**config.mk**
```make
export PLATFORM = sky130hd
export DESIGN_NAME = mrt_ctrl
export DESIGN_NICKNAME = d
export VERILOG_FILES = /design/src/rtl/core/mrt_pkg.sv /design/src/rtl/core/mrt_ctrl.sv
export SDC_FILE = /design/constraint.sdc
export NUM_CORES = 1
export LEC_CHECK = 0
export BUFFER_PORTS_ARGS = -buffer_cell sky130_fd_sc_hd__buf_2
export CAP_MARGIN = 25
export CORE_AREA = 10 10 47 49
export DETAILED_ROUTE_END_ITERATION = 8
export DIE_AREA = 0 0 57 59
export HOLD_SLACK_MARGIN = 0.12
export PLACE_DENSITY_LB_ADDON = 0.2
export SLEW_MARGIN = 20
export SYNTH_ARGS = -nofsm -noshare
export SYNTH_HDL_FRONTEND = slang
export SYNTH_SLANG_ARGS = --single-unit
export TNS_END_PERCENT = 5
```
**constraint.sdc**
```tcl
create_clock -name i_clk -period 1.68 [get_ports i_clk]
set_input_delay 0.336 -clock i_clk [delete_from_list [all_inputs] [get_ports i_clk]]
set_output_delay 0.336 -clock i_clk [all_outputs]
set_load 0.1 [all_outputs]
```
**src/rtl/core/mrt_pkg.sv**
```systemverilog
// ----------------------------------------------------------------------------
// Mapped region table package
// Shared constants, request codes and controller/datapath command types.
// ----------------------------------------------------------------------------
package mrt_pkg;

    localparam int SLOTS_DEF      = 16;
    localparam int PAGE_BYTES_DEF = 4096;
    localparam int ADDR_BITS_DEF  = 38;
    localparam logic [37:0] CEILING_RESET = 38'd274877898752;

    localparam logic [2:0] REQ_MAP   = 3'd0;
    localparam logic [2:0] REQ_UNMAP = 3'd1;
    localparam logic [2:0] REQ_FAULT = 3'd2;
    localparam logic [2:0] REQ_QUERY = 3'd3;
    localparam logic [2:0] REQ_CLEAR = 3'd4;

    localparam logic [3:0] CAUSE_EXEC  = 4'd12;
    localparam logic [3:0] CAUSE_LOAD  = 4'd13;
    localparam logic [3:0] CAUSE_STORE = 4'd15;

    // Commands from the controller to the datapath.
    typedef struct packed {
        logic load;      // capture the request, start a scan
        logic scan;      // examine the slot under the scan pointer
        logic restart;   // restart the scan pointer at slot zero
        logic commit;    // apply the table update and form the result
    } t_cmd;

    // Status from the datapath to the controller.
    typedef struct packed {
        logic scan_last; // the scan pointer is on the last slot
        logic hit;       // the map search found an overlap this pass
        logic done;      // the request is fully resolved
    } t_stat;

endpackage

```
**src/rtl/core/mrt_ctrl.sv**
```systemverilog
// ----------------------------------------------------------------------------
// Mapped region table controller
// Sequences request capture, slot scans, rescans and commit, and owns the
// output handshake.
// ----------------------------------------------------------------------------
module mrt_ctrl (
    input  logic          i_clk,
    input  logic          i_rst_n,
    input  logic          i_valid,
    output logic          o_ready,
    output logic          o_valid,
    input  logic          i_ready,
    output mrt_pkg::t_cmd o_cmd,
    input  mrt_pkg::t_stat i_stat
);

    typedef enum logic [1:0] {ST_IDLE, ST_SCAN, ST_COMMIT, ST_OUT} t_state;

    t_state r_state;
    logic   r_out_valid;

    assign o_ready = (r_state == ST_IDLE) && !r_out_valid;
    assign o_valid = r_out_valid;

    // Command decode from the present state.
    always_comb begin
        o_cmd         = '0;
        o_cmd.load    = i_valid && o_ready;
        o_cmd.scan    = (r_state == ST_SCAN);
        o_cmd.restart = (r_state == ST_SCAN) && i_stat.scan_last && i_stat.hit
                        && !i_stat.done;
        o_cmd.commit  = (r_state == ST_COMMIT);
    end

    // State and the registered output valid.
    always_ff @(posedge i_clk) begin
        if (!i_rst_n) begin
            r_state     <= ST_IDLE;
            r_out_valid <= 1'b0;
        end else begin
            case (r_state)
                ST_IDLE: begin
                    if (r_out_valid && i_ready) r_out_valid <= 1'b0;
                    if (i_valid && o_ready) r_state <= ST_SCAN;
                end
                ST_SCAN: begin
                    if (i_stat.done || (i_stat.scan_last && !i_stat.hit))
                        r_state <= ST_COMMIT;
                end
                ST_COMMIT: begin
                    r_out_valid <= 1'b1;
                    r_state     <= ST_IDLE;
                end
                default: r_state <= ST_IDLE;
            endcase
        end
    end

    property p_no_load_busy;
        @(posedge i_clk) disable iff (!i_rst_n) o_cmd.load |-> !r_out_valid;
    endproperty
    a_no_load_busy: assert property (p_no_load_busy) else $error("load while output held");

    a_commit_valid: assert property (@(posedge i_clk) disable iff (!i_rst_n)
        o_cmd.commit |=> r_out_valid) else $error("commit without result");

    a_out_hold: assert property (@(posedge i_clk) disable iff (!i_rst_n)
        (r_out_valid && !i_ready) |=> r_out_valid) else $error("result dropped");

endmodule

```
======== Word-level counts from Yosys, hierarchy flattened ========
Index checks and enable logic that the tools add are counted.
word-level totals
  memory bits (read-only) ................. 0
  logic and storage cells ................. 27
  bits of input ports ..................... 7
  flip-flop bits (word level) ............. 3
  RAM bits ................................ 0
  memories kept ........................... 0
  bits in latches ......................... 0
operators by class
  bitwise logic cells ..................... 0
  multiply operators ...................... 0
  shift operators ......................... 0
  eq/ne operators ......................... 5
  add/sub/neg operators ................... 0
  reduce and logical (&&, ||, !) cells .... 15
  div/mod/pow operators ................... 0
  multiplexer cells ....................... 5
  magnitude comparators ................... 0
operators by type and width
  kind                                            count
  logical AND 1 bit                               7
  two-way mux 2 bit                               2
  != test 2 x 1 -> 1 bit (second input constant)  2
  one-hot mux 2 bit (2 select lines)              1
  AND reduction 2 bit                             2
  logical NOT 1 bit                               3
  == test 2 x 1 -> 1 bit (second input constant)  1
  == test 2 bit (second input constant)           1
  logical NOT 2 bit                               1
  != test 2 bit (second input constant)           1
  one-hot mux 1 bit (2 select lines)              1
  nonzero test 2 bit                              1
  logical OR 1 bit                                1
  two-way mux 1 bit                               1

======== Logic depth before layout (Yosys ltp) ========
  depth in word-level cells ............... 5
  gate-level depth with buffers ........... 3

======== Worst setup path before layout ========
OpenSTA, ideal clock, no wires.
  path type ............................... flip-flop to output port
  start ................................... reg r_out_valid (netlist: o_valid)
  end ..................................... out o_cmd[3] in the netlist's numbering
  path buffers ............................ 0
  data required time ...................... 1,344 ps
  slack ................................... -1,560 ps
  data arrival time ....................... 2,904 ps
  stages on the path, launching flop included .. 3
  cell sequence ........................... dfxtp_1 -> nor3_2 -> and2_1
RTL lines
  element                 RTL line        RTL
  from (decl)             mrt_ctrl.sv:20  logic r_out_valid;
  from (signal assigned)  mrt_ctrl.sv:39  r_out_valid <= 1'b0;
  from (signal assigned)  mrt_ctrl.sv:43  if (r_out_valid && i_ready) r_out_valid <= 1'b0;
  from (signal assigned)  mrt_ctrl.sv:51  r_out_valid <= 1'b1;
  to (decl)               mrt_ctrl.sv:13  output mrt_pkg::t_cmd o_cmd,

==> out/metrics.cfg <==
[clock_tree]
holdBufCountCts=0
cts_num_sinks=3
root_buffer=clkbuf_4
cts_buffer_depth=2
cts_tree=done
clk_pin_slew_ns=0.03
cts_buffers=3
h-tree-depth=1
clkLatencyLatePin_ns=0.23

[sta]
fin_skew_ns=0.000978
setup_slack_ns=0.106
slew_violations=0
fin_crit_sh_pct=93.7
post-route-min-period_ns=1.57
worst_pin_slew_ns=0.490
finalSetupViolCount=0
hold_violations=0
max_freq_ghz=0.636
relSlewSlack_pct=67.5
rsz0062_at_grt=no

[yosys]
ys_ff_latch=3
synth.distinct_cells=13
yosysWarnings=0
seq_area_frac_synth_pct=35.8
syn-num-nets=24
synthCells=17
synth.avg_cell_area_um2=9.86
synth.cell_area_um2=168

[placed_design]
preCtsSetupSlack_ns=0.257
port_buffers=12
finalWeightedCongestion=0.643
placedCellCount=45

[global_route]
grt_pass1_vias=213
grt_max_degree=5
grt.total_usage_pct=4.06
antenna_found_initial=0
grt_pass1_wl_um=966
grt_overflow=0

[floorplan]
core_area_mm2=0.00140
pin_count=13
die_x_um=57
rows=14
die_y_um=59
die-area_mm2=0.00336
start_util_pct=12.0

[finish]
drive_gt1_share_pct=73.5
multi_input_area_um2=124
syn_to_final_growth_pct=125
num_antenna_cells=0
fin_cells=50
regArea_um2=63.8
final_nets=42
fillers=159

[setup_path]
arrival_ns=1.24
setup.worst_path.start=r_state[0]$_SDFFE_PN0P_
worst_r2r_path_depth=4
critical_path_required_ns=1.34
crit_chain=nor2b_4 -> nand3_1 -> nor2_4 -> buf_12
crit_path_end=o_cmd[1]
r2r-start=r_state[0]$_SDFFE_PN0P_
rr_endpoint=r_state[0]$_SDFFE_PN0P_
cp-end-kind=output port
cpPeakStageDelay_ns=0.40
slowest_stage=dfxtp_1
worstPathMaxFanout=4
start_kind=register
path_class=register to output port
rrSetupSlack_ns=0.65

[detailed_routing]
drt_iter0_drc=0
wirelength_um=575
drc=0
vias_per_cell=3.68
firstDrtPassIters=1
routedWlPerCell_um=11.5
dr_total_vias=184
ant_nets=0

[power]
p_leak_nw=0.169
ir_drop_uv=412
p_per_area_mw_per_mm2=990

[hold_path]
min-delay-path-class=primary input to register

[status]
run_status=finished, final reports clean

[run]
drv_cap=0

-- routing by layer --
metal | share of wire [%] | wire length, um | up-vias | global-route usage, %
met1 | 46 | 264 | 75 | 3.44
met3 | 20 | 116 | 2 | 6.01
met2 | 32 | 184 | 13 | 4.34
met5 | 0 | 0 | - | 0
li1 | - | - | 94 | -
met4 | 1.6 | 9 | 0 | 3.02
-- metrics by stage --
| stage | instance area (um2) | TNS, ns | hold slack [ns] | utilization (%) | total power, mW |
|---|---|---|---|---|---|
| 3_3_place_gp | 343 | 0 | 0.538 | 24.5 | 0.247 |
| 4_1_cts | 377 | 0 | 0.352 | 26.9 | 0.383 |
| 6_report | 377 | 0 | 0.368 | 26.9 | 0.373 |
| 5_1_grt | 377 | 0 | 0.350 | 26.9 | 0.397 |
| 2_1_floorplan | 188 | -0.796 | 0.432 | - | 0.187 |
| 3_5_place_dp | 343 | 0 | 0.533 | 24.5 | 0.247 |
-- state kept, by name, indices dropped and copies added, names as in the netlist --
| register | flops |
|---|---|
| o_valid | 1 |
| r_state | 2 |
-- worst min path at each step --
stage / depth (start not counted) / to / start / slack [ns]
4_1_cts: 2 / r_state[0]$_SDFFE_PN0P_ / i_stat[0] / 0.35
5_1_grt: 2 / r_state[0]$_SDFFE_PN0P_ / i_stat[0] / 0.35
2_1_floorplan: 1 / r_state[0]$_SDFFE_PN0P_ / i_stat[0] / 0.43
3_3_place_gp: 2 / o_valid$_SDFFE_PN0P_ / o_valid$_SDFFE_PN0P_ / 0.54
6_report: 2 / r_state[0]$_SDFFE_PN0P_ / i_stat[0] / 0.37
3_5_place_dp: 2 / o_valid$_SDFFE_PN0P_ / o_valid$_SDFFE_PN0P_ / 0.53
-- cell usage in the layout (no fill, tap or decap) --
cell,instances
a21oi_1,1
and2_4,1
and2b_2,1
buf_12,5
buf_2,7
buf_4,1
clkbuf_1,1
clkbuf_4,3
dfxtp_1,2
dfxtp_4,1
nand2_2,1
nand2b_2,1
nand3_1,2
nor2_4,1
nor2b_1,2
nor2b_4,1
nor3_4,1
o211a_1,1
o31ai_2,1
-- repair_timing --
item | in CTS | in global routing
resized for setup | 0 | 0
setup buffers | 1 | 0
hold endpoints to repair | 0 | 0
endpoints found under the setup margin | 1 | 0
-- report_power, final --
part | switching [mW] | leakage, nW | internal [mW]
logic | 0.105 | 0.129 | 0.0625
clock network | 0.0353 | 0.0150 | 0.0889
registers | 0.00606 | 0.0253 | 0.0749
-- cell families after synthesis --
kind of cell     share of synthesized area (%)
AO/OA/AOI/OAI                             16.4
flip-flops                                35.8
AND/OR/NAND/NOR                           47.8
-- synthesized netlist by cell type --
cell      n  area [um2]
a21oi_1   1        5.00
and2_1    1        6.26
and2b_2   1        8.76
dfxtp_1   3        60.1
nand2_2   1        6.26
nand2b_2  1        8.76
nand3_1   2        10.0
nor2_1    1        3.75
nor2b_1   2        12.5
nor2b_4   1        13.8
nor3_2    1        10.0
o211a_1   1        10.0
o31ai_2   1        12.5
-- critical path, delay by kind of cell, from the launching register on --
family        cells  cell delay, ns
simple gates      3            0.42
flops             1            0.40
buf+inv           1            0.18
-- cell type report --
type / count / share of cell area (%)
Clock buffer: 4 / 6.98
Multi-Input combinational cell: 14 / 32.9
Sequential cell: 3 / 16.9
Tap cell: 16 / 5.32
Timing Repair Buffer: 13 / 37.9
(Power assumes the default switching activity.)
